**src/rtl/format_one_alu_with_status_flags_core_macros.svh**
```systemverilog
// ----------------------------------------------------------------------------
// format_one_alu_with_status_flags_core_macros
// Assertion macros for the ALU core; empty when SYNTHESIS is defined.
// ----------------------------------------------------------------------------
`ifndef FORMAT_ONE_ALU_WITH_STATUS_FLAGS_CORE_MACROS_SVH
`define FORMAT_ONE_ALU_WITH_STATUS_FLAGS_CORE_MACROS_SVH

`ifndef SYNTHESIS
`define FOALU_ASSERT_IMP(label, clk, rst_n, lhs, rhs, msg) \
  label: assert property (@(posedge clk) disable iff (!rst_n) (lhs) |-> (rhs)) \
    else $error(msg);
`define FOALU_ASSERT_NXT(label, clk, rst_n, lhs, rhs, msg) \
  label: assert property (@(posedge clk) disable iff (!rst_n) (lhs) |=> (rhs)) \
    else $error(msg);
`else
`define FOALU_ASSERT_IMP(label, clk, rst_n, lhs, rhs, msg)
`define FOALU_ASSERT_NXT(label, clk, rst_n, lhs, rhs, msg)
`endif

`endif

```
**src/rtl/foalu_pkg.sv**
```systemverilog
// ----------------------------------------------------------------------------
// foalu_pkg
// Types and constants shared by the ALU core and its execute unit.
// ----------------------------------------------------------------------------
package foalu_pkg;

  localparam int unsigned DataW = 16;

  typedef enum logic [3:0] {
    CMD_MOV  = 4'd0,
    CMD_ADD  = 4'd1,
    CMD_ADDC = 4'd2,
    CMD_SUB  = 4'd3,
    CMD_SUBC = 4'd4,
    CMD_CMP  = 4'd5,
    CMD_DADD = 4'd6,
    CMD_BIT  = 4'd7,
    CMD_BIC  = 4'd8,
    CMD_BIS  = 4'd9,
    CMD_XOR  = 4'd10,
    CMD_AND  = 4'd11
  } cmd_t;

  localparam logic [DataW-1:0] MaskByte = 16'h00FF;
  localparam logic [DataW-1:0] MaskWord = 16'hFFFF;
  localparam logic [DataW-1:0] SignByte = 16'h0080;
  localparam logic [DataW-1:0] SignWord = 16'h8000;
  localparam logic [4:0]       BcdMax   = 5'd9;
  localparam logic [3:0]       BcdAdj   = 4'd6;

  typedef struct packed {
    logic             [3:0] command;
    logic                   byte_mode;
    logic       [DataW-1:0] source_value;
    logic       [DataW-1:0] destination_value;
  } in_t;

  typedef struct packed {
    logic [DataW-1:0] result_value;
    logic             write_back;
    logic             flag_negative;
    logic             flag_zero;
    logic             flag_carry;
    logic             flag_overflow;
  } out_t;

  typedef struct packed {
    logic v;
    logic n;
    logic z;
    logic c;
  } flags_t;

endpackage

```
**src/rtl/foalu_exec.sv**
```systemverilog
// ----------------------------------------------------------------------------
// foalu_exec
// Single-pass execute logic: result, write-back enable and next flags.
// ----------------------------------------------------------------------------
module foalu_exec (
  input  foalu_pkg::in_t    op_i,
  input  foalu_pkg::flags_t flags_i,
  output foalu_pkg::out_t   res_o,
  output foalu_pkg::flags_t flags_o
);
  import foalu_pkg::*;

  logic [DataW-1:0] mask;
  logic [DataW-1:0] sign;
  logic [DataW-1:0] src_m;
  logic [DataW-1:0] dst_m;
  logic [DataW-1:0] add_b;
  logic             add_cin;
  logic [DataW:0]   sum;
  logic [DataW-1:0] sum_r;
  logic             sum_c;
  logic             sum_v;
  logic [4:0]       dsum;
  logic             dc;
  logic             dc_lo;
  logic [DataW-1:0] bcd;
  logic [DataW-1:0] res;
  logic             wb;
  flags_t           fl;

  assign mask  = op_i.byte_mode ? MaskByte : MaskWord;
  assign sign  = op_i.byte_mode ? SignByte : SignWord;
  assign src_m = op_i.source_value & mask;
  assign dst_m = op_i.destination_value & mask;

  always_comb begin
    case (op_i.command)
      CMD_SUB, CMD_SUBC, CMD_CMP: add_b = ~src_m & mask;
      default:                    add_b = src_m;
    endcase
    case (op_i.command)
      CMD_ADDC, CMD_SUBC: add_cin = flags_i.c;
      CMD_SUB, CMD_CMP:   add_cin = 1'b1;
      default:            add_cin = 1'b0;
    endcase
  end

  assign sum   = {1'b0, dst_m} + {1'b0, add_b} + {{DataW{1'b0}}, add_cin};
  assign sum_r = sum[DataW-1:0] & mask;
  assign sum_c = op_i.byte_mode ? sum[8] : sum[DataW];
  assign sum_v = |((dst_m ^ sum_r) & (add_b ^ sum_r) & sign);

  always_comb begin
    dc    = flags_i.c;
    dc_lo = 1'b0;
    bcd   = '0;
    dsum  = '0;
    for (int i = 0; i < 4; i++) begin
      dsum = {1'b0, src_m[4*i +: 4]} + {1'b0, dst_m[4*i +: 4]} + {4'b0, dc};
      if (dsum > BcdMax) begin
        dc = 1'b1;
        bcd[4*i +: 4] = dsum[3:0] + BcdAdj;
      end else begin
        dc = 1'b0;
        bcd[4*i +: 4] = dsum[3:0];
      end
      if (i == 1) begin
        dc_lo = dc;
      end
    end
  end

  always_comb begin
    res = dst_m;
    wb  = 1'b1;
    fl  = flags_i;
    case (op_i.command)
      CMD_MOV: res = src_m;
      CMD_ADD, CMD_ADDC, CMD_SUB, CMD_SUBC, CMD_CMP: begin
        res  = sum_r;
        fl.n = |(sum_r & sign);
        fl.z = (sum_r == '0);
        fl.c = sum_c;
        fl.v = sum_v;
        if (op_i.command == CMD_CMP) begin
          wb = 1'b0;
        end
      end
      CMD_DADD: begin
        res  = bcd & mask;
        fl.n = |(res & sign);
        fl.z = (res == '0);
        fl.c = op_i.byte_mode ? dc_lo : dc;
        fl.v = 1'b0;
      end
      CMD_BIT, CMD_AND: begin
        res  = src_m & dst_m;
        fl.n = |(res & sign);
        fl.z = (res == '0);
        fl.c = (res != '0);
        fl.v = 1'b0;
        if (op_i.command == CMD_BIT) begin
          wb = 1'b0;
        end
      end
      CMD_BIC: res = dst_m & ~src_m & mask;
      CMD_BIS: res = dst_m | src_m;
      CMD_XOR: begin
        res  = src_m ^ dst_m;
        fl.n = |(res & sign);
        fl.z = (res == '0);
        fl.c = (res != '0);
        fl.v = |(src_m & dst_m & sign);
      end
      default: begin
        res = dst_m;
        wb  = 1'b0;
      end
    endcase
  end

  assign flags_o             = fl;
  assign res_o.result_value  = res;
  assign res_o.write_back    = wb;
  assign res_o.flag_negative = fl.n;
  assign res_o.flag_zero     = fl.z;
  assign res_o.flag_carry    = fl.c;
  assign res_o.flag_overflow = fl.v;

endmodule

```
**src/rtl/format_one_alu_with_status_flags_core.sv**
```systemverilog
// Pipeline: an accepted input goes to the input register, then its result to
//   the result register.
// Throughput: one transaction per cycle while out_stall is low; execute logic
//   is one pass between the two registers, carry-in from the flag register.
// Reset: rst_n synchronous, active low; clears both valid bits and N, Z, C, V.
// ----------------------------------------------------------------------------
// format_one_alu_with_status_flags_core
// Two-operand 16-bit ALU with status flags and valid/stall channels.
// ----------------------------------------------------------------------------
`include "format_one_alu_with_status_flags_core_macros.svh"

module format_one_alu_with_status_flags_core (
  input  logic             clk,
  input  logic             rst_n,
  input  logic             in_valid,
  output logic             in_stall,
  input  foalu_pkg::in_t   in_data,
  output logic             out_valid,
  input  logic             out_stall,
  output foalu_pkg::out_t  out_data
);
  import foalu_pkg::*;

  in_t    op_r;
  in_t    op_nxt;
  logic   op_valid_r;
  logic   op_valid_nxt;
  out_t   res_r;
  out_t   res_nxt;
  logic   res_valid_r;
  logic   res_valid_nxt;
  flags_t flags_r;
  flags_t flags_nxt;
  out_t   exec_res;
  flags_t exec_flags;
  logic   advance;
  logic   in_take;

  foalu_exec u_exec (
    .op_i    (op_r),
    .flags_i (flags_r),
    .res_o   (exec_res),
    .flags_o (exec_flags)
  );

  assign advance  = !res_valid_r || !out_stall;
  assign in_stall = op_valid_r && !advance;
  assign in_take  = in_valid && !in_stall;

  always_comb begin
    op_nxt        = op_r;
    op_valid_nxt  = op_valid_r;
    res_nxt       = res_r;
    res_valid_nxt = res_valid_r;
    flags_nxt     = flags_r;
    if (advance) begin
      res_valid_nxt = op_valid_r;
      if (op_valid_r) begin
        res_nxt   = exec_res;
        flags_nxt = exec_flags;
      end
    end
    if (in_take) begin
      op_nxt       = in_data;
      op_valid_nxt = 1'b1;
    end else if (advance) begin
      op_valid_nxt = 1'b0;
    end
  end

  always_ff @(posedge clk) begin
    if (!rst_n) begin
      op_valid_r  <= 1'b0;
      res_valid_r <= 1'b0;
      flags_r     <= '0;
    end else begin
      op_valid_r  <= op_valid_nxt;
      res_valid_r <= res_valid_nxt;
      flags_r     <= flags_nxt;
    end
  end

  always_ff @(posedge clk) begin
    op_r  <= op_nxt;
    res_r <= res_nxt;
  end

  assign out_valid = res_valid_r;
  assign out_data  = res_r;

  `FOALU_ASSERT_IMP(a_stall_only_when_full, clk, rst_n, in_stall,
    op_valid_r && res_valid_r && out_stall, "input stalled while a stage is free")
  `FOALU_ASSERT_NXT(a_flags_track_result, clk, rst_n, op_valid_r && advance,
    flags_r.n == res_r.flag_negative && flags_r.z == res_r.flag_zero &&
    flags_r.c == res_r.flag_carry && flags_r.v == res_r.flag_overflow,
    "flag register differs from delivered flags")
  `FOALU_ASSERT_NXT(a_flags_hold_idle, clk, rst_n, !(op_valid_r && advance),
    $stable(flags_r), "flags changed without an executed transaction")

endmodule
```
**config.mk**
```make
export PLATFORM = sky130hd
export DESIGN_NAME = format_one_alu_with_status_flags_core
export DESIGN_NICKNAME = d
export VERILOG_FILES = /design/src/rtl/foalu_pkg.sv /design/src/rtl/foalu_exec.sv /design/src/rtl/format_one_alu_with_status_flags_core.sv
export VERILOG_INCLUDE_DIRS = /design/src /design/src/rtl
export SDC_FILE = /design/constraint.sdc
export NUM_CORES = 1
export LEC_CHECK = 0
export BUFFER_PORTS_ARGS = -buffer_cell sky130_fd_sc_hd__buf_2
export CORE_MARGIN = 2
export CORE_UTILIZATION = 23
export CTS_CLUSTER_SIZE = 40
export DETAILED_ROUTE_END_ITERATION = 10
export PLACE_DENSITY = 0.46
export RECOVER_POWER = 50
export SYNTH_ARGS = -nofsm -noshare
export SYNTH_HDL_FRONTEND = slang
export SYNTH_SLANG_ARGS = --single-unit
```
**constraint.sdc**
```tcl
create_clock -name clk -period 8.6 [get_ports clk]
set_clock_uncertainty 0.15 [all_clocks]
set_input_delay 2.15 -clock clk [delete_from_list [all_inputs] [get_ports clk]]
set_output_delay 2.15 -clock clk [all_outputs]
set_load 0.01 [all_outputs]
```
# Yosys cells after proc, flatten, opt, wreduce, memory -nomap -nowiden

Cells that the tools add are included.

Add/sub/neg operators: 14
Multipliers: 0
Div/mod/pow operators: 0
$lt $le $gt $ge: 4
Eq/ne operators: 11
Shift-type cells: 0
Multiplexer cells: 21
Bitwise logic cells: 19
Reduce and logical (&&, ||, !) cells: 27

Operators with widths:

| cell                                                                             | number |
|---|---|
| 16-bit AND                                                                       | 14 |
| 16-bit case mux with 7 select lines                                              | 1 |
| 16-bit OR reduction                                                              | 5 |
| 16-bit logical NOT                                                               | 4 |
| 16-bit 2-to-1 mux                                                                | 3 |
| 16-bit bitwise XOR                                                               | 3 |
| 16-bit nonzero test                                                              | 2 |
| 4-bit by 4-bit adder with 5-bit output                                           | 4 |
| 5-bit by 1-bit adder with 5-bit output                                           | 4 |
| 5-bit by 4-bit greater-than comparator with 1-bit output (second input constant) | 4 |
| 16-bit by 16-bit adder with 17-bit output                                        | 1 |
| 17-bit by 1-bit adder with 17-bit output                                         | 1 |
| 4-bit by 3-bit adder with 4-bit output (second input constant)                   | 4 |
| 4-bit by 3-bit equality test with 1-bit output (second input constant)           | 4 |
| 4-bit equality test (second input constant)                                      | 4 |
| 4-bit 2-to-1 mux                                                                 | 4 |
| 16-bit inverter                                                                  | 1 |
| 16-bit OR                                                                        | 1 |
| 4-bit case mux with 4 select lines                                               | 1 |
| 1-bit 2-to-1 mux                                                                 | 10 |
| 5-bit OR reduction                                                               | 2 |
| 4-bit by 2-bit equality test with 1-bit output (second input constant)           | 2 |
| 2-bit OR reduction                                                               | 3 |
| 4-bit by 1-bit equality test with 1-bit output (second input constant)           | 1 |
| 9 further kinds                                                                  | 13 |

Flip-flop bits (word level): 64
Latch bits: 0
Memory bits (writable): 0
Bits in read-only memories: 0
Input bits: 41
Output and inout port bits: 23
Word-level logic and storage cells: 112
Memories: 0

# Logic depth before layout (Yosys ltp)

Depth after elaboration: 19
Depth in mapped cells: 33
Depth with buffers taken out: 33

# Cells and area by module

From an unflattened synthesis, not the netlist that was laid out.

Cells, all modules: 624
Area, all modules: 5910.7 um^2

Modules (own cells, without submodules):

| module                                | times used | cells each | area each (um^2) | seq. area each (um^2) |
|---|---|---|---|---|
| foalu_exec                            | 1          | 541        | 3922.5           | 0.0 |
| format_one_alu_with_status_flags_core | 1          | 83         | 1988.2           | 1861.8 |

# Worst setup path after synthesis

No wires, ideal clock.

Path kind: register to register
Start: reg op_r[0] in the netlist's numbering
End: reg res_r (netlist bit out_data[2]), data pin
Library setup time: 0.146 ns
Arrival: 7.315 ns
Data required time: 8.304 ns
Slack: 0.989 ns
Stages on the path, launching flop included: 32
Buffers on the path: 0
Clock period less this slack: 7.611 ns
Path through: edfxtp_1 -> fa_1 -> fa_1 -> xnor2_1 -> and2_1 -> o21ai_0 -> inv_1 -> fa_1 -> inv_1 -> fa_1 -> inv_1 -> and2_1 -> inv_1 -> a21boi_1 -> fa_1 -> inv_1 -> fa_1 -> xnor2_1 -> and2_1 -> o21ai_0 -> inv_1 -> fa_1 -> fa_1 -> xor2_1 -> ha_1 -> nand2b_1 -> a21boi_1 -> or2_2 -> mux2i_1 -> a2111oi_0 -> a21oi_1 -> a21oi_1

RTL lines:

| item                   | RTL line                                    | text |
|---|---|---|
| start, declared        | format_one_alu_with_status_flags_core.sv:24 | `in_t op_r;` |
| start signal, assigned | format_one_alu_with_status_flags_core.sv:84 | `op_r <= op_nxt;` |
| end signal, assigned   | format_one_alu_with_status_flags_core.sv:85 | `res_r <= res_nxt;` |
| end, declared          | format_one_alu_with_status_flags_core.sv:28 | `out_t res_r;` |

==> impl_metrics.tcl <==
set metrics [dict create \
    grt_max_degree 38 \
    setup.worst_path.start "op_r[16]$_DFFE_PP_" \
    cts.path.max_buffers 2 \
    hold_viol_final 0 \
    drive_gt1_share_pct 13.2 \
    worst-setup-path-type "register to register" \
    totalWireLength_mm 19.5 \
    stdcell_count 1036 \
    endpoint "out_data[2]$_DFFE_PP_" \
    worst_pin_slew_ns 1.66 \
    viasPerCell 4.92 \
    clk_pin_slew_ns 0.05 \
    ys_ff_latch 64 \
    layout.nets 820 \
    post_drt_wl_per_cell_um 18.9 \
    crit_family "adder cells" \
    cp.depth 31 \
    finalSetupViolations 0 \
    crit_arrival_ns 7.94 \
    crit_slowest_cell "edfxtp_1" \
    p_per_area_nw_per_um2 164 \
    clockRootBuffer "clkbuf_16" \
    drc_errors 0 \
    p_leak_nw 2.85 \
    die_w_um 164 \
    antenna_found_initial 0 \
    layout_commonest_cell "ha_1" \
    worstSkewPairLatency_ns 0.34 \
    synth_warnings 0 \
    fmax_ghz 0.127 \
    routabilityCongestion 0.915 \
    chipHeight_um 164 \
    port_buffers 63 \
    reg2regPathDepth 31 \
    initial_core_util_pct 23.4 \
    grt-ovfl-total 0 \
    setup_tns_ns 0 \
    ios 64 \
    synth.largest_area_cell "edfxtp_1" \
    pre_cts_ws_ns 0.489 \
    cp-end-kind "register" \
    power_mw 1.13 \
    report.final.slew_viol_count 26 \
    grtUsageTotal_pct 14.9 \
    violations "max-capacitance violations, max-slew violations" \
    reg2reg_slack_ns 0.70 \
    ys_seq_area_share_pct 31.5 \
    synth-main-ff-cell "edfxtp_1" \
    synthCells 642 \
    cap_viol_max_count 1 \
    num_vias 5100 \
    syn_avg_cell_area_um2 9.22 \
    slowest_delay_ns 0.48 \
    synth_nets 761 \
    grt_pass1_vias 5086 \
    hold_slack_ns 0.361 \
    setup_slack_ns 0.698 \
    r2r-start "op_r[16]$_DFFE_PP_" \
    coreArea_um2 25300 \
    synth_top_area_share_pct 29.4 \
    rows 58 \
    crit_path_start_kind "register" \
    timing.rr.end "out_data[2]$_DFFE_PP_" \
    max-slew-margin-rel_pct -10.6 \
    period_minus_slack_ns 7.90 \
    drtIter0Drc 414 \
    synth_edf_count 58 \
    critPathMaxFanout 5 \
    crit_buf_inv 6 \
    period_share_pct 91.9 \
    status "complete, but fails checks" \
    placed_cells 1020 \
    ys_types 64 \
    cts_tree "done" \
    diodes 0 \
    place_area_um2 6630 \
    route.antenna.remaining_nets 0 \
    areaGrowthSynthToFinish_pct 16.4 \
    final_util_pct 27.3 \
    syn_area_um2 5920 \
    drtPass1Iterations 5 \
    irDropWorstVdd_mv 0.100 \
    rsz0062_at_grt "no" \
    synth_async_sr_flop_share_pct 0 \
    hold_path_class "register to register" \
    ys_top_cells_by_area "edfxtp_1 (29%), ha_1 (14%), xnor2_1 (4.6%)" \
    htreeDepth 3 \
    cts-buffers-inserted 9 \
    design_area_um2 6890 \
    cts.sinks 64 \
    worstPathRequired_ns 8.64 \
    worst_path_most_repeated_cell "fa_1" \
    dieArea_um2 27000 \
    mostFrequentLayoutCells "ha_1 (68), edfxtp_1 (58), inv_1 (54)" \
    grt_pass1_wl_mm 30.1 \
    place.detailed.hpwl_mm 14.9 \
]
metal layers:
layer  vias up  global-route usage, %  share of wire (%)
li1       2483                      -                  -
met1      2454                   21.0                 48
met2       141                   23.8                 46
met3        22                   1.86                3.7
met4         0                   4.55                2.0
met5         -                      0                  0
worst reg2reg max path: cells and delay by family, from the launching register on:
kind	cells	cell delay (ns)
AO/OA/AOI/OAI	7	1.68
XOR/XNOR	3	0.65
adder cells (fa/ha/maj)	9	3.41
buffers and inverters	6	0.49
flip-flops	1	0.48
multiplexers	1	0.09
AND/OR/NAND/NOR	5	0.80
registers in the layout, indices dropped and copies added, names as in the netlist:
name,count
op_r,37
out_data,21
flags_r,4
op_valid_r,1
out_valid,1
timing repair:
item	4_1_cts	5_1_grt
hold buffers	0	0
setup buffers	0	0
gates resized for setup	0	2
setup endpoints to repair	0	4
area by class of cell:
class,count,area (um2)
clock buffers,11,233
clock inverters,5,47.5
fillers,2740,18400
inverters,54,203
multi-input cells,497,3740
flip-flops and latches,64,1860
well taps,330,413
repair buffers,75,384
kinds of logic (layout without fill, tap and decap cells):
logic type | after synthesis | after routing | synth area share, %
compound gates | 193 | 193 | 23.2
flops | 64 | 64 | 31.5
mux | 13 | 13 | 2.24
simple gates | 175 | 175 | 14.3
buf+inv | 81 | 145 | 5.41
fa+ha+maj | 78 | 78 | 17.8
xor+xnor | 38 | 38 | 5.62
where the power goes:
group	switching, mW	internal, mW	total (mW)
logic	0.236	0.153	0.388
clock network	0.135	0.221	0.356
registers	0.0189	0.365	0.384
total	0.389	0.739	1.13
synthesized netlist by cell type, types with 5 or more instances:
| master | instances |
|---|---|
| ha_1 | 68 |
| edfxtp_1 | 58 |
| inv_1 | 54 |
| nand2_1 | 52 |
| a21oi_1 | 49 |
| nor2_1 | 43 |
| xnor2_1 | 31 |
| o21ai_0 | 25 |
| a221oi_1 | 16 |
| clkbuf_1 | 16 |
| a22oi_1 | 15 |
| nand2b_1 | 12 |
| mux2i_1 | 11 |
| nand3_1 | 11 |
| o22ai_1 | 11 |
| a21o_1 | 10 |
| fa_1 | 10 |
| nor4_1 | 10 |
| a31oi_1 | 8 |
| nor3_1 | 8 |
| buf_2 | 7 |
| nor2b_1 | 7 |
| xor2_1 | 7 |
| and2_1 | 6 |
| dfxtp_1 | 6 |
| or2_2 | 5 |
worst min-delay path by stage:
stage / depth (start not counted) / to / slack [ns] / startpoint
after floorplan: 2 / out_valid$_SDFFE_PN0N_ / 0.32 / op_valid_r$_SDFFE_PN0P_
after global placement: 2 / out_valid$_SDFFE_PN0N_ / 0.34 / op_valid_r$_SDFFE_PN0P_
after detailed placement: 2 / out_valid$_SDFFE_PN0N_ / 0.36 / op_valid_r$_SDFFE_PN0P_
after CTS: 2 / out_valid$_SDFFE_PN0N_ / 0.37 / op_valid_r$_SDFFE_PN0P_
after global routing: 2 / out_valid$_SDFFE_PN0N_ / 0.40 / op_valid_r$_SDFFE_PN0P_
final: 2 / out_valid$_SDFFE_PN0N_ / 0.36 / op_valid_r$_SDFFE_PN0P_
No activity file was read; power rests on OpenSTA's default activity.
